==> src/rtl/ctbt_pkg.sv <==
// shared types and constants of the color tag bounding box tracker
// no dependencies
package ctbt_pkg;

    localparam int COORD_W     = 12;
    localparam int SLOT_MAX_W  = 17;
    localparam int EPOCH_W     = 3;
    localparam int QUEUE_DEPTH = 4;
    localparam int QPTR_W      = 2;

    typedef logic [SLOT_MAX_W-1:0] slot_t;
    typedef logic [COORD_W-1:0]    coord_t;
    typedef logic [EPOCH_W-1:0]    epoch_t;

    // epoch zero marks a swept entry and is never live
    localparam epoch_t EPOCH_NONE  = '0;
    localparam epoch_t EPOCH_FIRST = epoch_t'(1);
    localparam epoch_t EPOCH_LAST  = '1;

    // color codes
    localparam logic [7:0] RED_CHECK  = 8'd200;
    localparam logic [7:0] RED_TAG    = 8'd201;
    localparam logic [7:0] GREEN_MARK = 8'd100;
    localparam logic [7:0] CHAN_FULL  = 8'd255;

    typedef enum logic [1:0] {
        CMD_PIXEL = 2'd0,
        CMD_CLEAR = 2'd1,
        CMD_READ  = 2'd2,
        CMD_NOP   = 2'd3
    } cmd_t;

    typedef enum logic [1:0] {
        KIND_CHECK = 2'd0,
        KIND_DIGIT = 2'd1,
        KIND_MARK  = 2'd2,
        KIND_NAME  = 2'd3
    } rkind_t;

    typedef enum logic [2:0] {
        CLS_NONE  = 3'd0,
        CLS_CHECK = 3'd1,
        CLS_DIGIT = 3'd2,
        CLS_MARK  = 3'd3,
        CLS_NAME  = 3'd4
    } cls_t;

    // work for the back end
    typedef enum logic [1:0] {
        OP_PASS  = 2'd0,
        OP_WIDEN = 2'd1,
        OP_CLEAR = 2'd2,
        OP_READ  = 2'd3
    } op_t;

    typedef enum logic {
        BK_SWEEP = 1'b0,
        BK_RUN   = 1'b1
    } bk_state_t;

    typedef struct packed {
        op_t    op;
        slot_t  slot;
        coord_t x;
        coord_t y;
        cls_t   cls;
        logic   dropped;
    } item_t;

    typedef struct packed {
        logic busy;
        logic pop;
    } back_ctl_t;

endpackage

==> src/rtl/ctbt_queue.sv <==
// short queue of classified words between the front and back ends
// depends on ctbt_pkg
module ctbt_queue (
    input  logic             aclk,
    input  logic             aresetn,
    input  logic             push,
    input  ctbt_pkg::item_t  push_item,
    output logic             full,
    input  logic             pop,
    output logic             empty,
    output ctbt_pkg::item_t  head
);

    localparam logic [ctbt_pkg::QPTR_W:0] COUNT_FULL = (ctbt_pkg::QPTR_W + 1)'(ctbt_pkg::QUEUE_DEPTH);

    ctbt_pkg::item_t               q_reg [ctbt_pkg::QUEUE_DEPTH];
    logic [ctbt_pkg::QPTR_W-1:0]   wr_ptr_reg;
    logic [ctbt_pkg::QPTR_W-1:0]   wr_ptr_next;
    logic [ctbt_pkg::QPTR_W-1:0]   rd_ptr_reg;
    logic [ctbt_pkg::QPTR_W-1:0]   rd_ptr_next;
    logic [ctbt_pkg::QPTR_W:0]     count_reg;
    logic [ctbt_pkg::QPTR_W:0]     count_next;

    assign full  = count_reg == COUNT_FULL;
    assign empty = count_reg == '0;
    assign head  = q_reg[rd_ptr_reg];

    // pointer and count update
    always_comb begin
        wr_ptr_next = push ? wr_ptr_reg + 1'b1 : wr_ptr_reg;
        rd_ptr_next = pop ? rd_ptr_reg + 1'b1 : rd_ptr_reg;
        count_next  = count_reg;
        if (push && !pop) begin
            count_next = count_reg + 1'b1;
        end else if (pop && !push) begin
            count_next = count_reg - 1'b1;
        end
    end

    always_ff @(posedge aclk) begin
        if (!aresetn) begin
            wr_ptr_reg <= '0;
            rd_ptr_reg <= '0;
            count_reg  <= '0;
        end else begin
            wr_ptr_reg <= wr_ptr_next;
            rd_ptr_reg <= rd_ptr_next;
            count_reg  <= count_next;
        end
    end

    // entry storage
    always_ff @(posedge aclk) begin
        if (push) begin
            q_reg[wr_ptr_reg] <= push_item;
        end
    end

endmodule

==> config.mk <==
export PLATFORM = sky130hd
export DESIGN_NAME = ctbt_queue
export DESIGN_NICKNAME = d
export VERILOG_FILES = /design/src/rtl/ctbt_pkg.sv /design/src/rtl/ctbt_queue.sv
export SDC_FILE = /design/constraint.sdc
export NUM_CORES = 1
export LEC_CHECK = 0
export BUFFER_PORTS_ARGS = -buffer_cell sky130_fd_sc_hd__buf_4
export CELL_PAD_IN_SITES_DETAIL_PLACEMENT = 1
export CELL_PAD_IN_SITES_GLOBAL_PLACEMENT = 1
export CORE_MARGIN = 2
export CORE_UTILIZATION = 50
export CTS_CLUSTER_DIAMETER = 200
export CTS_CLUSTER_SIZE = 25
export DETAILED_ROUTE_END_ITERATION = 7
export PLACE_DENSITY = 0.88
export SLEW_MARGIN = 20
export SYNTH_ARGS = -nofsm -noshare
export SYNTH_HDL_FRONTEND = slang
export SYNTH_SLANG_ARGS = --single-unit
==> constraint.sdc <==
create_clock -name aclk -period 2.9 [get_ports aclk]
set_input_delay 0.29 -clock aclk [delete_from_list [all_inputs] [get_ports aclk]]
set_output_delay 0.29 -clock aclk [all_outputs]
set_load 0.005 [all_outputs]
==> results.md, run 1 <==
* # IOs at 100
* Async SR Flop Fraction at 0
* Pleak at ~3.0 nW
* Vias in the first global route at between 3,000 and 4,000
* Tot Pwr at 6.19 mW
* Vias at 3,260
* Layout Skew at 0.00820 ns
* Largest register FFs at 188
* Most common cell in the netlist: edfxtp_1
* Later-pin clock latency in the skew report at approximately 0.42 ns
* Reg2Reg Launch Point: wr_ptr_reg[0]
* CTS resizes at 0
* Final setup viols at 0
* Pwr Density at just over 700 nW/um2
* Routability cong. at around 0.67
* Final Hold Viols at 0
* Pre-CTS worst setup slack at around 0.94 ns
* Worst VDD drop at between 0.0004 and 0.0005 V
* Tmin final at roughly 2.4 ns
* Post-DP HPWL at ~8400 um
* Nets@finish at 461
* Gr usage total at 0.186
* Maximum clock path buffer count at 2
* Worst-Margin Slew at between 0.7 and 0.8 ns
* Layout cells sized above 1 at 0.451
* Syn_nets at about 350
* Initial antenna violation count at 0
* Status: complete, no violations
* Syn Std Cell Area at between 7000 and 8000 um2
* Syn_area_per_cell at ~25 um2
* # clock sinks at roughly 200
* Final core area utilization at 0.611
* R2R setup slack at 1.17 ns
* Avg WL per Cell at ~22 um
* Vias/cell at about 5.4
* Yosys reg bits at 197
* Die Span Y at around 120 um
* CTS buffer count at 17
* First-pass DRT Iterations at 4
* Core Region at approximately 14,000 um2
* Startpoint types: register
* Hold Path Depth at 1
* Syn. warnings at 0
* Initial DRC Count at 164
* RSZ-0062 raised after global routing: false
* Largest net degree at the start of global routing at 48
* Max Slew Vio Count at 0
* Synth area leader: edfxtp_1
* Std-Cell Rows at 44
* IO buf count at 99
* Layout area overhead at 21.2%
* Total gr overflow at 0
* Final Cycle Share at 0.828
* Post-synth EDFFs at 188
* Yosys cell types at 22
* Hold Path Class: in -> reg
* Final worst slack at between 0.4 and 0.5 ns
* Crit Path Max Fanout at 26
* H-tree depth at 4
* Antenna viol nets, final at 0
* Crit end category: primary output
* Arr. time, crit path at approximately 2.1 ns
* Die width at 124 um
* CTS tree: yes
* Placed cell area at around 8000 um2
* Antenna cells at 0
* Min-Delay Endpoint: q_reg[0][38]
* Synth top area cells: edfxtp_1, mux4_2, dfxtp_1
* Syn Inst Count at ~290
* Clock transition at the registers of the reported paths at about 0.07 ns
* WP data required at about 2.6 ns
* Initial Util at 0.505
* Routed WL at between 10,000 and 15,000 um
* Post-route cell area at 8790 um2
* Synth top area share at 0.778
* Worst slew margin at 0.511
* Crit Path Class: reg -> out
* Hold Buf Count CTS at 0
* Ys flop type: edfxtp_1
* Max-Cap Viols at 0
* Postcts setup bufs at 0
* Reg-to-Reg End: q_reg[2][40]
* Setup_tns at 0 ns
* Post-synth top cells: edfxtp_1, mux4_2, and2_1, dfxtp_1, ha_1
* Maximum clock rate at 417 MHz
* R2R depth at 4
* Clock root buffer: clkbuf_16
* Seq/Total Area, Yosys at 0.803
* # DRC at 0
* Die ar. at roughly 15,000 um2
* Worst hold path startpoint: push_item[38]
* First-pass GRT wire length at around 21,000 um
==> power by group <==
group          total (mW)  internal [mW]  switching, mW
logic               0.620          0.357          0.263
registers            3.34           3.27         0.0727
clock network        2.23           1.27          0.967
==> critical path, cell delays in order, from the launching register on <==
cell	delay, ns
dfxtp_2	0.80
buf_4	0.36
mux4_2	0.36
buf_4	0.16
==> cells in the final DEF, fill, tap and decap left out, types with 2 or more instances in the layout <==
cell and n:
mux4_2 47, buf_4 105, and2_2 4, nor2b_1 2, xnor2_1 2, clkbuf_1 3
dfxtp_1 7, mux2i_1 2, clkinvlp_4 6, edfxtp_1 188, and2_1 5, bufinv_16 2
buf_12 2, clkbuf_16 17, ha_1 5, xor2_1 3, inv_1 4
==> metal layers <==
layer,GRT usage,part of all wire
met3,0.0460,0.039
met4,0.0780,0.019
met1,0.234,0.42
met5,0,0
met2,0.313,0.52
==> logic make-up (layout without fill, tap and decap cells) <==
family / Yosys count / count (layout) / synth area share
mux: 49 / 49 / 0.149
buf+inv: 14 / 143 / 0.0162
fa+ha+maj: 6 / 6 / 0.0114
compound gates: 2 / 2 / 0.00173
simple gates: 15 / 15 / 0.0126
xor+xnor: 5 / 5 / 0.00604
flops: 197 / 197 / 0.803
==> metrics by stage <==
stage	hold WS, ns	cells
final	0.0626	601
after CTS	0.0401	601
after floorplan	0.389	288
after global placement	0.484	569
after detailed placement	0.494	569
after global routing	0.0426	601
==> worst max-delay path by stage <==
| stage | cells past startpoint | endpoint | startpoint |
|---|---|---|---|
| 4_1_cts | 3 | head[39] | register |
| 5_1_grt | 3 | head[0] | register |
| 2_1_floorplan | 3 | q_reg[2][0] | wr_ptr_reg[0] |
| 6_report | 3 | head[0] | register |
| 3_5_place_dp | 3 | head[39] | register |
| 3_3_place_gp | 3 | head[0] | register |
==> cell type report <==
class | count | area [um2]
Clock buffer | 20 | 437
Tap cell | 184 | 230
Fill cell | 1184 | 5580
Timing Repair Buffer | 107 | 828
Multi-Input combinational cell | 77 | 1310
Clock inverter | 12 | 131
Inverter | 4 | 15.0
Sequential cell | 197 | 5830
No activity file was read; power rests on OpenSTA's default activity.
==> inputs of run 2 (changes only) <==
--- a/config.mk
+++ b/config.mk
@@ -5,11 +5,12 @@
 export SDC_FILE = /design/constraint.sdc
 export NUM_CORES = 1
 export LEC_CHECK = 0
+export ABC_AREA = 1
 export BUFFER_PORTS_ARGS = -buffer_cell sky130_fd_sc_hd__buf_4
 export CELL_PAD_IN_SITES_DETAIL_PLACEMENT = 1
 export CELL_PAD_IN_SITES_GLOBAL_PLACEMENT = 1
 export CORE_MARGIN = 2
-export CORE_UTILIZATION = 50
+export CORE_UTILIZATION = 48
 export CTS_CLUSTER_DIAMETER = 200
 export CTS_CLUSTER_SIZE = 25
 export DETAILED_ROUTE_END_ITERATION = 7
==> constraint.sdc (replaced) <==
create_clock -name aclk -period 2.5 [get_ports aclk]
set_input_delay 0.25 -clock aclk [delete_from_list [all_inputs] [get_ports aclk]]
set_output_delay 0.25 -clock aclk [all_outputs]
set_load 0.005 [all_outputs]
==> run 2 against run 1 <==
Wire length is 42% higher. Sequential power is 15% higher. Hold slack worse by 0.046 ns. Core utilization is 2.3 points lower. Combinational power is 30% higher. Setup slack worse by 0.36 ns. Area after synthesis is 7.9% higher. Cell area is 6.4% higher. First-iteration DRC count is 100% higher. Synthesized cell count is 78% higher. Largest cell class unchanged. Highest routed layer unchanged.
==> results.md, run 2 <==
* Initial Util at 0.492
* Initial antenna violation count at 0
* Antenna cells at 0
* Cells after DPL at between 800 and 900
* Post-route cell area at between 9000 and 10,000 um2
* Worst VDD drop at 0.000519 V
* Clock root buffer: clkbuf_16
* Commonest cells after routing, fill and taps aside: edfxtp_1, buf_4, o21ai_0, nor2_1
* First-pass GRT wire length at approximately 30,000 um
* IO buf count at between 90 and 100
* Routed WL at 19,000 um
* CTS buffer count at 17
* Filler cells at 1,534
* Maximum clock path buffer count at 2
* Worst-Margin Slew at just over 0.6 ns
* CTS tree: yes
* Met1 Use GR at 0.270
* Synth area leader: edfxtp_1
* Synth top area share at 0.722
* Layout cells sized above 1 at 0.325
* Pleak at approximately 3.3 nW
* Max Slew Vio Count at 0
* Die width at ~130 um
* Post-synth EDFFs at approximately 190
* RSZ-0062 raised after global routing: false
* Placed cell area at just under 9000 um2
* Yosys reg bits at a little under 200
* Vias at about 4,700
* Core Region at around 16,000 um2
* Die ar. at 17,300 um2
* Largest register FFs at 188
* Syn_nets at 570
* Startpoint types: register
* Most common cell in the netlist: edfxtp_1
* Clock transition at the registers of the reported paths at around 0.070 ns
* Tot Pwr at between 7 and 8 mW
* Post-DP HPWL at around 12,000 um
* Seq/Total Area, Yosys at 0.745
* Yosys cell types at 23
* Vias/cell at around 5.6
* CTS resizes at 0
* Maximum clock rate at ~420 MHz
* # clock sinks at roughly 200
* # DRC at 0
* Layout area overhead at 19.5%
* Crit Path Class: reg -> out
* WP data required at between 2 and 2.5 ns
* Largest net degree at the start of global routing at 73
* Antenna viol nets, final at 0
* Crit end category: primary output
* Layout Skew at between 0.008 and 0.009 ns
* Total gr overflow at 0
* Max-Cap Viols at 0
* Final core area utilization at 0.589
* Final Cycle Share at 0.946
* Setup_tns at 0 ns
* Hold Path Class: in -> reg
* Tmin final at 2.36 ns
* Status: complete, no violations
* GR met2 Demand/Resource at 0.401
* # IOs at 100
* Non-Filler Instances at 841
* Final worst slack at 0.136 ns
* Post-synth top cells: edfxtp_1, o21ai_0, nor2_1
* H-tree depth at 4
* Crit Path Max Fanout at slightly below 60
* GRT Max-Usage Layer: met2
* Std-Cell Rows at 46
* Syn Std Cell Area at just under 8000 um2
* Routability cong. at between 0.7 and 0.8
* Syn. warnings at 0
* Tightest hold margin at 0.0166 ns
* Nets@finish at approximately 670
* Commonest non-fill, non-tap cell in the layout: edfxtp_1
* Initial DRC Count at roughly 330
* Arr. time, crit path at approximately 2.1 ns
* Global Route met3 Usage at 0.0583
* Gr usage total at 0.228
* Die Span Y at roughly 130 um
* Final Hold Viols at 0
* Syn Inst Count at ~510
* First-pass DRT Iterations at 5
* Avg WL per Cell at roughly 23 um
* Worst slew margin at 0.592
* Syn_area_per_cell at between 15 and 20 um2
* Later-pin clock latency in the skew report at roughly 0.43 ns
* Final setup viols at 0
* Pwr Density at approximately 790 nW/um2
* Vias in the first global route at about 5,200
* Async SR Flop Fraction at 0
* Postcts setup bufs at 0
* Synth top area cells: edfxtp_1, o21ai_0, o22ai_2
* Hold Buf Count CTS at 0
* Pre-CTS worst setup slack at 0.699 ns
* Ys flop type: edfxtp_1
## run 2: changes by cell type after synthesis, sizes merged, moves of 3 or more
cell and delta:
and2 -9, clkbuf +9, nor2 +99, o22ai +47
mux4 -47, nand2 +8, o21ai +99, buf +11
a21oi +4, inv +13, xor2 -3
## run 2: routing by layer
layer	routed length, um	vias up	share of wire
met4	316	0	0.017
met3	893	28	0.047
met5	0	-	0
li1	-	2109	-
met2	10300	149	0.54
met1	7560	2444	0.40
## run 2: critical path, cell delays in order (launching register included)
cell     delay [ns]
dfxtp_4        0.61
buf_12         0.31
o21ai_0        0.22
o22ai_1        0.36
buf_4          0.18
## run 2: kinds of logic after synthesis
| kind of cell | share of synthesized area |
|---|---|
| DFF | 0.745 |
| AOI/OAI and AO/OA | 0.127 |
| and+or+nand+nor | 0.0805 |
| buffers and inverters | 0.0370 |
| adders and majority gates | 0.0106 |
## run 2: final cells by class
type	count	area, um2	area share
clock buffer	19	433	0.0463
clock inverter	13	155	0.0166
sequential	197	5830	0.624
inverter	17	66.3	0.00709
multi-input combinational	269	1710	0.183
timing repair buffer	110	888	0.0950
tap	216	270	0.0289
## run 2: power breakdown
group	total [mW]	internal [mW]	switching, mW
Combinational	0.803	0.337	0.466
Clock	2.74	1.57	1.17
Sequential	3.83	3.77	0.0653
## run 2: worst paths after layout
check | start | to | slack (ns) | cells past startpoint
hold reg to reg | rd_ptr_reg[1] | register | 0.48 | 1
hold / removal | push_item[43] | q_reg[2][43] | 0.02 | 1
setup / recovery | register | head[23] | 0.14 | 4
setup reg to reg | wr_ptr_reg[0] | q_reg[2][33] | 0.72 | 5
