--- src/rtl/ctbt_pkg.sv ---
// shared types and constants of the color tag bounding box tracker
// no dependencies
package ctbt_pkg;

    localparam int COORD_W     = 12;
    localparam int SLOT_MAX_W  = 17;
    localparam int EPOCH_W     = 3;
    localparam int QUEUE_DEPTH = 4;
    localparam int QPTR_W      = 2;

    typedef logic [SLOT_MAX_W-1:0] slot_t;
    typedef logic [COORD_W-1:0]    coord_t;
    typedef logic [EPOCH_W-1:0]    epoch_t;

    // epoch zero marks a swept entry and is never live
    localparam epoch_t EPOCH_NONE  = '0;
    localparam epoch_t EPOCH_FIRST = epoch_t'(1);
    localparam epoch_t EPOCH_LAST  = '1;

    // color codes
    localparam logic [7:0] RED_CHECK  = 8'd200;
    localparam logic [7:0] RED_TAG    = 8'd201;
    localparam logic [7:0] GREEN_MARK = 8'd100;
    localparam logic [7:0] CHAN_FULL  = 8'd255;

    typedef enum logic [1:0] {
        CMD_PIXEL = 2'd0,
        CMD_CLEAR = 2'd1,
        CMD_READ  = 2'd2,
        CMD_NOP   = 2'd3
    } cmd_t;

    typedef enum logic [1:0] {
        KIND_CHECK = 2'd0,
        KIND_DIGIT = 2'd1,
        KIND_MARK  = 2'd2,
        KIND_NAME  = 2'd3
    } rkind_t;

    typedef enum logic [2:0] {
        CLS_NONE  = 3'd0,
        CLS_CHECK = 3'd1,
        CLS_DIGIT = 3'd2,
        CLS_MARK  = 3'd3,
        CLS_NAME  = 3'd4
    } cls_t;

    // work for the back end
    typedef enum logic [1:0] {
        OP_PASS  = 2'd0,
        OP_WIDEN = 2'd1,
        OP_CLEAR = 2'd2,
        OP_READ  = 2'd3
    } op_t;

    typedef enum logic {
        BK_SWEEP = 1'b0,
        BK_RUN   = 1'b1
    } bk_state_t;

    typedef struct packed {
        op_t    op;
        slot_t  slot;
        coord_t x;
        coord_t y;
        cls_t   cls;
        logic   dropped;
    } item_t;

    typedef struct packed {
        logic busy;
        logic pop;
    } back_ctl_t;

endpackage

--- src/rtl/ctbt_front.sv ---
// front end: unpacks an input word, classifies the pixel and forms the box slot
// depends on ctbt_pkg
module ctbt_front #(
    parameter int QUESTION_COUNT = 64,
    parameter int ANSWER_COUNT   = 16,
    parameter int ID_ROWS        = 4,
    parameter int ID_DIGITS      = 41,
    parameter int MARK_COUNT     = 5,
    parameter int COORD_BITS     = 12
) (
    input  logic [63:0]         s_tdata,  // red, green, blue, column, row, read_kind,
                                          // read_major, read_minor, zero pad
    input  logic [1:0]          s_tuser,  // command
    output ctbt_pkg::item_t     item
);

    localparam int ID_BASE   = QUESTION_COUNT * ANSWER_COUNT;
    localparam int MARK_BASE = ID_BASE + ID_ROWS * ID_DIGITS;
    localparam int NAME_SLOT = MARK_BASE + MARK_COUNT;
    localparam ctbt_pkg::coord_t COORD_MASK = ctbt_pkg::coord_t'((1 << COORD_BITS) - 1);

    logic [7:0]        red;
    logic [7:0]        green;
    logic [7:0]        blue;
    ctbt_pkg::coord_t  column;
    ctbt_pkg::coord_t  row;
    logic [1:0]        read_kind;
    logic [5:0]        read_major;
    logic [5:0]        read_minor;
    logic              gray;
    logic              check_ok;
    logic              digit_ok;
    logic              mark_ok;
    logic              rd_check_ok;
    logic              rd_digit_ok;
    logic              rd_mark_ok;
    ctbt_pkg::slot_t   check_slot;
    ctbt_pkg::slot_t   digit_slot;
    ctbt_pkg::slot_t   mark_slot;
    ctbt_pkg::slot_t   rd_check_slot;
    ctbt_pkg::slot_t   rd_digit_slot;
    ctbt_pkg::slot_t   rd_mark_slot;

    // field unpacking
    assign red        = s_tdata[7:0];
    assign green      = s_tdata[15:8];
    assign blue       = s_tdata[23:16];
    assign column     = s_tdata[35:24];
    assign row        = s_tdata[47:36];
    assign read_kind  = s_tdata[49:48];
    assign read_major = s_tdata[55:50];
    assign read_minor = s_tdata[61:56];

    // range checks and slot arithmetic for pixels
    assign gray       = (red == green) && (red == blue);
    assign check_ok   = (green < QUESTION_COUNT) && (blue < ANSWER_COUNT);
    assign digit_ok   = (green < ID_ROWS) && (blue < ID_DIGITS);
    assign mark_ok    = blue < MARK_COUNT;
    assign check_slot = ctbt_pkg::slot_t'(green) * ctbt_pkg::slot_t'(ANSWER_COUNT)
                      + ctbt_pkg::slot_t'(blue);
    assign digit_slot = ctbt_pkg::slot_t'(ID_BASE)
                      + ctbt_pkg::slot_t'(green) * ctbt_pkg::slot_t'(ID_DIGITS)
                      + ctbt_pkg::slot_t'(blue);
    assign mark_slot  = ctbt_pkg::slot_t'(MARK_BASE) + ctbt_pkg::slot_t'(blue);

    // range checks and slot arithmetic for reads
    assign rd_check_ok   = (read_major < QUESTION_COUNT) && (read_minor < ANSWER_COUNT);
    assign rd_digit_ok   = (read_major < ID_ROWS) && (read_minor < ID_DIGITS);
    assign rd_mark_ok    = read_major < MARK_COUNT;
    assign rd_check_slot = ctbt_pkg::slot_t'(read_major) * ctbt_pkg::slot_t'(ANSWER_COUNT)
                         + ctbt_pkg::slot_t'(read_minor);
    assign rd_digit_slot = ctbt_pkg::slot_t'(ID_BASE)
                         + ctbt_pkg::slot_t'(read_major) * ctbt_pkg::slot_t'(ID_DIGITS)
                         + ctbt_pkg::slot_t'(read_minor);
    assign rd_mark_slot  = ctbt_pkg::slot_t'(MARK_BASE) + ctbt_pkg::slot_t'(read_major);

    // command decode and pixel classification
    always_comb begin
        item         = '0;
        item.op      = ctbt_pkg::OP_PASS;
        item.cls     = ctbt_pkg::CLS_NONE;
        item.x       = column & COORD_MASK;
        item.y       = row & COORD_MASK;
        unique case (ctbt_pkg::cmd_t'(s_tuser))
            ctbt_pkg::CMD_PIXEL: begin
                priority if (red == ctbt_pkg::RED_CHECK && !gray) begin
                    item.cls     = ctbt_pkg::CLS_CHECK;
                    item.op      = check_ok ? ctbt_pkg::OP_WIDEN : ctbt_pkg::OP_PASS;
                    item.slot    = check_slot;
                    item.dropped = !check_ok;
                end else if (red == ctbt_pkg::RED_TAG && green == ctbt_pkg::GREEN_MARK) begin
                    item.cls     = ctbt_pkg::CLS_MARK;
                    item.op      = mark_ok ? ctbt_pkg::OP_WIDEN : ctbt_pkg::OP_PASS;
                    item.slot    = mark_slot;
                    item.dropped = !mark_ok;
                end else if (red == ctbt_pkg::RED_TAG && green == ctbt_pkg::CHAN_FULL
                             && blue == ctbt_pkg::CHAN_FULL) begin
                    item.cls     = ctbt_pkg::CLS_NAME;
                    item.op      = ctbt_pkg::OP_WIDEN;
                    item.slot    = ctbt_pkg::slot_t'(NAME_SLOT);
                end else if (red == ctbt_pkg::RED_TAG && !gray) begin
                    item.cls     = ctbt_pkg::CLS_DIGIT;
                    item.op      = digit_ok ? ctbt_pkg::OP_WIDEN : ctbt_pkg::OP_PASS;
                    item.slot    = digit_slot;
                    item.dropped = !digit_ok;
                end else begin
                    item.cls     = ctbt_pkg::CLS_NONE;
                end
            end
            ctbt_pkg::CMD_CLEAR: begin
                item.op = ctbt_pkg::OP_CLEAR;
            end
            ctbt_pkg::CMD_READ: begin
                unique case (ctbt_pkg::rkind_t'(read_kind))
                    ctbt_pkg::KIND_CHECK: begin
                        item.op   = rd_check_ok ? ctbt_pkg::OP_READ : ctbt_pkg::OP_PASS;
                        item.slot = rd_check_ok ? rd_check_slot : '0;
                    end
                    ctbt_pkg::KIND_DIGIT: begin
                        item.op   = rd_digit_ok ? ctbt_pkg::OP_READ : ctbt_pkg::OP_PASS;
                        item.slot = rd_digit_ok ? rd_digit_slot : '0;
                    end
                    ctbt_pkg::KIND_MARK: begin
                        item.op   = rd_mark_ok ? ctbt_pkg::OP_READ : ctbt_pkg::OP_PASS;
                        item.slot = rd_mark_ok ? rd_mark_slot : '0;
                    end
                    ctbt_pkg::KIND_NAME: begin
                        item.op   = ctbt_pkg::OP_READ;
                        item.slot = ctbt_pkg::slot_t'(NAME_SLOT);
                    end
                endcase
            end
            ctbt_pkg::CMD_NOP: begin
                item.op = ctbt_pkg::OP_PASS;
            end
        endcase
    end

endmodule

--- config.mk ---
export PLATFORM = sky130hd
export DESIGN_NAME = ctbt_front
export DESIGN_NICKNAME = d
export VERILOG_FILES = /design/src/rtl/ctbt_pkg.sv /design/src/rtl/ctbt_front.sv
export SDC_FILE = /design/constraint.sdc
export NUM_CORES = 1
export LEC_CHECK = 0
export BUFFER_PORTS_ARGS = -buffer_cell sky130_fd_sc_hd__buf_2
export CAP_MARGIN = 40
export CORE_UTILIZATION = 32
export DETAILED_ROUTE_END_ITERATION = 10
export GPL_TIMING_DRIVEN = 0
export PLACE_DENSITY = 0.52
export SLEW_MARGIN = 20
export SYNTH_ARGS = -nofsm -noshare
export SYNTH_HDL_FRONTEND = slang
export SYNTH_SLANG_ARGS = --single-unit
--- constraint.sdc ---
create_clock -name vclk -period 12.1
set_input_delay 1.815 -clock vclk [all_inputs]
set_output_delay 1.815 -clock vclk [all_outputs]
set_load 0.01 [all_outputs]
==> results.sh, run 1 <==
export IMPL_slowest_delay_ns=0.50
export IMPL_synthesis_area_sq_mm=0.00367
export IMPL_worstPathArrival_ns=5.86
export IMPL_dr_total_vias=3851
export IMPL_cp_end_kind="output port"
export IMPL_via_per_inst=5.44
export IMPL_power_uw=254
export IMPL_setup_slack_ns=4.42
export IMPL_ant_nets=0
export IMPL_synthTopCellsByArea="ha_1 32%, fa_1 6.0%, buf_4 5.3%"
export IMPL_antenna_found_initial=0
export IMPL_finalInstanceArea_sq_mm=0.00427
export IMPL_crit_type="input port to output port"
export IMPL_drive_above_1_share_pct=22.2
export IMPL_status="finished, final reports clean"
export IMPL_synth_top_area_share_pct=32.1
export IMPL_pwr_density_cell_mw_per_mm2=59.5
export IMPL_dieHeight_um=109
export IMPL_hpwl_mm=9.71
export IMPL_grt_max_degree=11
export IMPL_core_area_sq_mm=0.0110
export IMPL_vdd_drop_max_mv=0.0443
export IMPL_diodes=0
export IMPL_crit_fanout=9
export IMPL_critical_path_startpoint_type="input port"
export IMPL_p_leak_uw=0.00220
export IMPL_drt_drc_violations_left=0
export IMPL_slew_headroom_pct=56.7
export IMPL_detailedPlace_worstSlack_ns=4.46
export IMPL_place_congestion=0.861
export IMPL_fp_dieW_um=109
export IMPL_rsz0062_at_grt="no"
export IMPL_wire_per_inst_um=15.9
export IMPL_fin_nets=741
export IMPL_synth_warnings=0
export IMPL_grt_pass1_vias=3708
export IMPL_gr_usage_all_layers_pct=19.5
export IMPL_finalSetupViolations=0
export IMPL_slew_viol_final=0
export IMPL_synth_largest_area_cell="ha_1"
export IMPL_yosysSeqAreaShare_pct=0
export IMPL_max_slew_worst_pin_slew_ns=0.645
export IMPL_syn_instance_count=482
export IMPL_post_cts_resized=0
export IMPL_min_path_type="input port to output port"
export IMPL_syn_avg_cell_area_sq_um=7.61
export IMPL_dpl_cell_area_sq_mm=0.00427
export IMPL_wl_mm=11.3
export IMPL_nClkBuffers=0
export IMPL_tns_ns=0
export IMPL_area_sequential_sq_um=0
export IMPL_fmax_mhz=130
export IMPL_crit_chain="buf_2 > ha_1 > fa_1 > ha_1 > inv_1 > fa_1 > inv_1 > ha_1 > a211oi_1 > nor2_1 > a2111oi_0 > nor4b_1 > o31ai_1 > nand3_1 > buf_2"
export IMPL_initial_core_util_pct=33.4
export IMPL_dieArea_sq_mm=0.0119
export IMPL_seq_cells=0
export IMPL_cts_setup_buffers=0
export IMPL_area_growth_pct=16.5
export IMPL_port_buffers=85
export IMPL_critical_path_required_ns=10.28
export IMPL_cp_slowest_cell="fa_1"
export IMPL_grt_remaining_overflow=0
export IMPL_core_rowCount=38
export IMPL_fin_crit_ns=7.68
export IMPL_hold_buffers=0
export IMPL_drt_iter0_drc=239
export IMPL_max_cap_violations=0
export IMPL_cpMostUsedCell="ha_1"
export IMPL_pin_count=113
export IMPL_finalHoldViolations=0
export IMPL_fin_crit_sh_pct=63.4
export IMPL_firstDrtPassIters=4
export IMPL_grt_pass1_wl_mm=18.6
export IMPL_ys_types=58
## metal layers
metal | track usage, % | share of wire (%) | vias to the layer above
met2 | 35.4 | 49 | 118
met4 | 1.93 | 0.73 | 0
met5 | 0 | 0 | -
met1 | 26.6 | 46 | 1771
li1 | - | - | 1953
met3 | 0.0598 | 4.1 | 9
## synth_stat cells, types with 10 or more instances
master	n
buf_4	26
ha_1	94
a21oi_1	35
nor3_1	21
o21ai_0	23
inv_1	35
nor2_1	29
nand3_1	17
and3_1	12
a21o_1	10
xnor2_1	15
fa_1	11
nand2_1	29
## power by group
group          total (uW)  leakage [uW]  internal, uW  switching (uW)
logic                 254       0.00220           109             145
registers               0             0             0               0
clock network           0             0             0               0
total                 254       0.00220           109             145
## area by class of cell
cell class                      count  area (sq um)
Fill cell                        1216          6710
Buffer                             35           244
Inverter                           35           131
Multi-Input combinational cell    413          3300
Timing Repair Buffer               85           425
Tap cell                          140           175
## stage by stage
stage | hold slack, ns | util [%] | cells
floorplan | 3.72 | - | 483
global placement | 3.82 | 38.9 | 708
detailed placement | 3.81 | 38.9 | 708
CTS | 3.81 | 38.9 | 708
global route | 3.82 | 38.9 | 708
finish | 3.81 | 38.9 | 708
## critical path: cells and delay by family
family | cells | cell delay (ns)
fa+ha+maj | 5 | 1.90
simple gates | 3 | 0.44
compound gates | 3 | 1.19
buf+inv | 4 | 0.50
## layout by cell type (no fill, tap or decap), drive strengths merged, types with 4 or more instances in the layout
cell / n
o221ai: 7
nand3: 17
nor4: 6
o21a: 6
nor3: 22
or2: 5
o22ai: 8
fa: 11
nand4: 5
a21oi: 35
inv: 35
ha: 94
o21bai: 4
o21ai: 26
and3: 12
a21o: 10
nand2: 29
nor2: 29
o211ai: 9
xor2: 9
buf: 118
nor2b: 7
a211oi: 5
xnor2: 15
## cell families after synthesis
group / synth area share (%)
AND/OR/NAND/NOR: 20.8
AO/OA/AOI/OAI: 24.5
adder cells (fa/ha/maj): 38.1
buffers and inverters: 10.2
XOR/XNOR: 5.73
multiplexers: 0.546
other: 0.102
## final timing paths
kind	startpoint	to	depth (start not counted)
max	s_tdata[10]	item[38]	15
min	s_tdata[40]	item[8]	2
(Power assumes the default switching activity.)
==> run 2: changes to the inputs <==
Settings changed: ABC_AREA set to 1, PLACE_DENSITY 0.52 to 0.53.
Clock period 12.1 ns to 6.7 ns, I/O delays scaled along.
==> results.sh, run 2 <==
export IMPL_place_congestion=0.901
export IMPL_grt_remaining_overflow=0
export IMPL_dieHeight_um=114
export IMPL_max_cap_violations=0
export IMPL_worstPathArrival_ns=4.52
export IMPL_synth_warnings=0
export IMPL_mostFrequentLayoutCells="178 x nand2_1, 94 x ha_1, 92 x inv_1, 85 x buf_2, 65 x nor2_1"
export IMPL_p_leak_uw=0.00276
export IMPL_dieArea_sq_mm=0.0129
export IMPL_finalHoldViolations=0
export IMPL_status="finished, final reports clean"
export IMPL_ys_types=31
export IMPL_yosysSeqAreaShare_pct=0
export IMPL_via_per_inst=4.94
export IMPL_min_delay_start="s_tdata[31]"
export IMPL_rsz0062_at_grt="no"
export IMPL_wl_mm=12.8
export IMPL_grt_pass1_wl_mm=20.4
export IMPL_firstDrtPassIters=5
export IMPL_synth_top_area_share_pct=29.5
export IMPL_pin_count=113
export IMPL_postLayoutCoreUtil_pct=38.3
export IMPL_critical_path_startpoint_type="input port"
export IMPL_whs_endpoint="item[23]"
export IMPL_fin_crit_sh_pct=82.5
export IMPL_synth_most_common_cell="nand2_1"
export IMPL_drive_above_1_share_pct=17.8
export IMPL_p_int_uw=186
export IMPL_dp_cells=916
export IMPL_fin_crit_ns=5.52
export IMPL_drt_drc_violations_left=0
export IMPL_power_switching_uw=298
export IMPL_pwr_share_clk_pct=0
export IMPL_synth_commonest_cells="178 x nand2_1, 94 x ha_1, 92 x inv_1, 65 x nor2_1, 49 x nand3_1"
export IMPL_vdd_drop_max_mv=0.0582
export IMPL_sw_frac_of_total_pct=61.6
export IMPL_dr_total_vias=4527
export IMPL_initial_core_util_pct=33.0
export IMPL_grt_max_degree=11
export IMPL_cts_setup_buffers=0
export IMPL_p_comb_share_pct=100.0
export IMPL_post_cts_resized=0
export IMPL_fmax_mhz=181
export IMPL_gr_usage_all_layers_pct=19.6
export IMPL_slew_viol_final=0
export IMPL_cp_end_kind="output port"
export IMPL_slew_headroom_pct=53.5
export IMPL_area_sequential_sq_um=0
export IMPL_seq_cells=0
export IMPL_tns_ns=0
export IMPL_finalSetupViolations=0
export IMPL_crit_type="input port to output port"
export IMPL_ant_nets=0
export IMPL_nClkBuffers=0
export IMPL_final_common_cell="nand2_1"
export IMPL_area_growth_pct=16.0
export IMPL_final_cells=916
export IMPL_drt_iter0_drc=251
export IMPL_syn_avg_cell_area_sq_um=6.02
export IMPL_hold_buffers=0
export IMPL_antenna_found_initial=0
export IMPL_pwr_density_cell_mw_per_mm2=105
export IMPL_hpwl_mm=11.0
export IMPL_grt_pass1_vias=4169
export IMPL_min_delay_path_depth=2
export IMPL_diodes=0
export IMPL_core_rowCount=40
export IMPL_fp_dieW_um=114
export IMPL_max_slew_worst_pin_slew_ns=0.695
export IMPL_crit_fanout=8
export IMPL_synth_largest_area_cell="ha_1"
export IMPL_synthTopCellsByArea="ha_1 30%, nand2_1 17%, inv_1 8.7%"
export IMPL_min_path_type="input port to output port"
export IMPL_synthesis_area_sq_mm=0.00399
export IMPL_critical_path_required_ns=5.69
export IMPL_port_buffers=85
export IMPL_core_area_sq_mm=0.0121
export IMPL_fin_nets=921
export IMPL_seq_power_share_pct=0
export IMPL_syn_instance_count=662
export IMPL_wire_per_inst_um=14.0
-- run 2: cell types whose count changed after synthesis, sizes merged, moves of 6 or more --
cell / change
inv: +61
nand4: +10
nor2: +41
nor2b: -7
and3: -12
nor3: -15
buf: -7
xnor2: -11
o221ai: -7
o21ai: +6
nand3: +32
o22ai: -8
nand2: +155
-- run 2: final cells by class --
| cell class | count | area [sq um] |
|---|---|---|
| fill | 1356 | 7440 |
| multi-input combinational | 540 | 3430 |
| timing repair buffer | 85 | 425 |
| inverter | 96 | 360 |
| tap | 168 | 210 |
| buffer | 27 | 199 |
-- run 2: worst max path at each step --
stage | cells after the start | startpoint | slack [ns] | to
2_1_floorplan | 17 | s_tdata[9] | 1.82 | item[35]
3_3_place_gp | 19 | s_tdata[9] | 1.17 | item[35]
3_5_place_dp | 19 | s_tdata[9] | 1.16 | item[35]
4_1_cts | 19 | s_tdata[9] | 1.17 | item[35]
5_1_grt | 24 | s_tdata[9] | 0.92 | item[40]
6_report | 19 | s_tdata[9] | 1.18 | item[35]
-- run 2: kinds of logic after synthesis --
| kind of cell | synth area share, % |
|---|---|
| xor gates and xnor gates | 2.42 |
| adders and majority gates | 35.0 |
| buffers and inverters | 14.0 |
| and+or+nand+nor | 36.1 |
| AOI/OAI and AO/OA | 12.3 |
| other | 0.0941 |
-- run 2: stage by stage --
step	setup WS (ns)	hold slack, ns	power [uW]	cell area, sq um
6_report	1.18	2.19	484	4620
5_1_grt	0.925	2.20	554	4620
4_1_cts	1.17	2.19	485	4620
3_5_place_dp	1.16	2.19	481	4620
3_3_place_gp	1.17	2.20	478	4620
2_1_floorplan	1.82	2.10	342	3990
-- run 2: power by group through the flow --
| stage | Combinational, uW | Clock (uW) | Sequential [uW] |
|---|---|---|---|
| finish | 484 | 0 | 0 |
| global route | 554 | 0 | 0 |
| CTS | 485 | 0 | 0 |
| detailed placement | 481 | 0 | 0 |
| global placement | 478 | 0 | 0 |
| floorplan | 342 | 0 | 0 |
-- run 2: layer usage --
| layer | part of all wire (%) | GRT usage, % | wire [um] | up-vias |
|---|---|---|---|---|
| met5 | 0 | 0 | 0 | - |
| met4 | 1.2 | 2.81 | 151 | 0 |
| met3 | 5.4 | 0.638 | 687 | 12 |
| met2 | 44 | 32.7 | 5700 | 159 |
| met1 | 49 | 28.4 | 6290 | 2028 |
| li1 | - | - | - | 2328 |
-- run 2: worst max-delay path: stages --
cell and delay, ns:
buf_2 0.20, ha_1 0.31, inv_1 0.05, fa_1 0.50, inv_1 0.04, ha_1 0.26
inv_1 0.05, fa_1 0.50, inv_1 0.04, ha_1 0.35, nand2_1 0.10, o21ai_0 0.25
a21oi_1 0.11, or2_2 0.28, nand3_1 0.11, nand2_1 0.06, nand2_1 0.07, nand3_1 0.07
buf_2 0.15
==> run 3: changes to the inputs <==
Settings changed: ABC_AREA 1 to 0, PLACE_DENSITY 0.53 to 0.54.
Clock period 6.7 ns to 4.5 ns, I/O delays scaled along.
==> results.sh, run 3 (synthesis results as in run 1) <==
export IMPL_via_per_inst=5.54
export IMPL_min_path_type="input port to output port"
export IMPL_dr_total_vias=3972
export IMPL_vdd_drop_max_mv=0.102
export IMPL_area_growth_pct=26.7
export IMPL_wl_mm=11.8
export IMPL_violations="setup timing"
export IMPL_drt_iter0_drc=254
export IMPL_seq_cells=0
export IMPL_fin_crit_sh_pct=102
export IMPL_diodes=0
export IMPL_pwr_density_cell_mw_per_mm2=188
export IMPL_final_cells=717
export IMPL_grt_remaining_overflow=0
export IMPL_drt_drc_violations_left=0
export IMPL_dieArea_sq_mm=0.0119
export IMPL_pin_count=113
export IMPL_setup_slack_ns=-0.0913
export IMPL_nClkBuffers=0
export IMPL_hold_buffers=0
export IMPL_cp_end_kind="output port"
export IMPL_place_congestion=0.849
export IMPL_port_buffers=85
export IMPL_min_delay_start="s_tdata[44]"
export IMPL_dpl_cell_area_sq_mm=0.00428
export IMPL_finalSetupViolations=5
export IMPL_tns_ns=-0.185
export IMPL_wire_per_inst_um=16.4
export IMPL_dp_cells=708
export IMPL_startpoint="s_tdata[9]"
export IMPL_firstDrtPassIters=5
export IMPL_whs_ns=1.53
export IMPL_fmax_mhz=218
export IMPL_max_cap_violations=0
export IMPL_ant_nets=0
export IMPL_dieHeight_um=109
export IMPL_area_sequential_sq_um=0
export IMPL_slew_viol_final=0
export IMPL_grt_max_degree=11
export IMPL_critical_path_startpoint_type="input port"
export IMPL_drive_above_1_share_pct=29.6
export IMPL_postLayoutCoreUtil_pct=42.3
export IMPL_grt_pass1_wl_mm=18.3
export IMPL_max_slew_worst_pin_slew_ns=0.879
export IMPL_finalHoldViolations=0
export IMPL_fin_nets=750
export IMPL_crit_fanout=3
export IMPL_fin_crit_ns=4.59
export IMPL_fp_dieW_um=109
export IMPL_finalInstanceArea_sq_mm=0.00465
export IMPL_status="finished, violations left"
export IMPL_gr_usage_all_layers_pct=19.2
export IMPL_grt_pass1_vias=3729
export IMPL_initial_core_util_pct=33.4
export IMPL_core_area_sq_mm=0.0110
export IMPL_p_leak_uw=0.00229
export IMPL_core_rowCount=38
export IMPL_slew_headroom_pct=40.9
export IMPL_hpwl_mm=9.59
export IMPL_final_common_cell="ha_1"
export IMPL_min_delay_path_depth=2
export IMPL_critical_path_required_ns=3.83
export IMPL_mostFrequentLayoutCells="86 x ha_1, 84 x buf_2, 35 x buf_4, 32 x a21oi_1"
export IMPL_worstPathArrival_ns=3.92
export IMPL_antenna_found_initial=0
export IMPL_crit_type="input port to output port"
export IMPL_rsz0062_at_grt="yes"
export IMPL_fillers=1149
==> run 3: changes by cell type in the layout (fill, tap and decap cells not counted), moves of 9 or more <==
cell,before,now
nand2_1,178,29
inv_1,92,29
nor2_1,65,27
nand3_1,49,16
and3_1,0,12
nor3_1,6,18
xnor2_1,4,15
nand4_1,15,5
o21ai_0,31,21
buf_4,26,35
==> run 3: final timing paths <==
check                 slack [ns]        to
worst max-delay path       -0.09  item[38]
worst min-delay path        1.53  item[12]
==> run 3: power by group <==
group / switching [uW] / total (uW) / internal (uW) / leakage, uW
Combinational: 468 / 873 / 405 / 0.00229
Clock: 0 / 0 / 0 / 0
Sequential: 0 / 0 / 0 / 0
==> run 3: metal layers <==
metal	up-vias	routed length, um	track usage (%)
met3	17	536	0.956
met2	137	5740	35.6
met4	0	174	0.965
li1	1963	-	-
met5	-	0	0
met1	1855	5340	25.3
==> run 3: layout make-up <==
| class | count | area [sq um] | share of cell area [%] |
|---|---|---|---|
| buffer | 35 | 244 | 5.25 |
| tap | 140 | 175 | 3.77 |
| multi-input combinational | 413 | 3540 | 76.2 |
| timing repair buffer | 94 | 554 | 11.9 |
| inverter | 35 | 131 | 2.83 |
==> run 3: worst max-delay path: stages <==
cell	delay [ns]
buf_12	0.11
ha_4	0.25
inv_2	0.03
fa_1	0.49
inv_2	0.05
ha_4	0.25
inv_2	0.03
fa_1	0.49
inv_2	0.05
ha_4	0.22
and4_4	0.18
or2_4	0.25
o221ai_4	0.22
nor4b_4	0.26
o31ai_2	0.10
nand3_1	0.12
buf_2	0.14
==> run 3: what timing repair did <==
item	4_1_cts	5_1_grt
gates resized for setup	42	23
endpoints found under the setup margin	8	9
pin swaps	17	21
buffers inserted	7	2
==> run 3: through the flow <==
stage,setup WS (ns),power (uW)
CTS,-0.109,793
global placement,-0.981,659
floorplan,0.0104,495
global route,-0.215,961
finish,-0.0913,873
detailed placement,-1.01,668
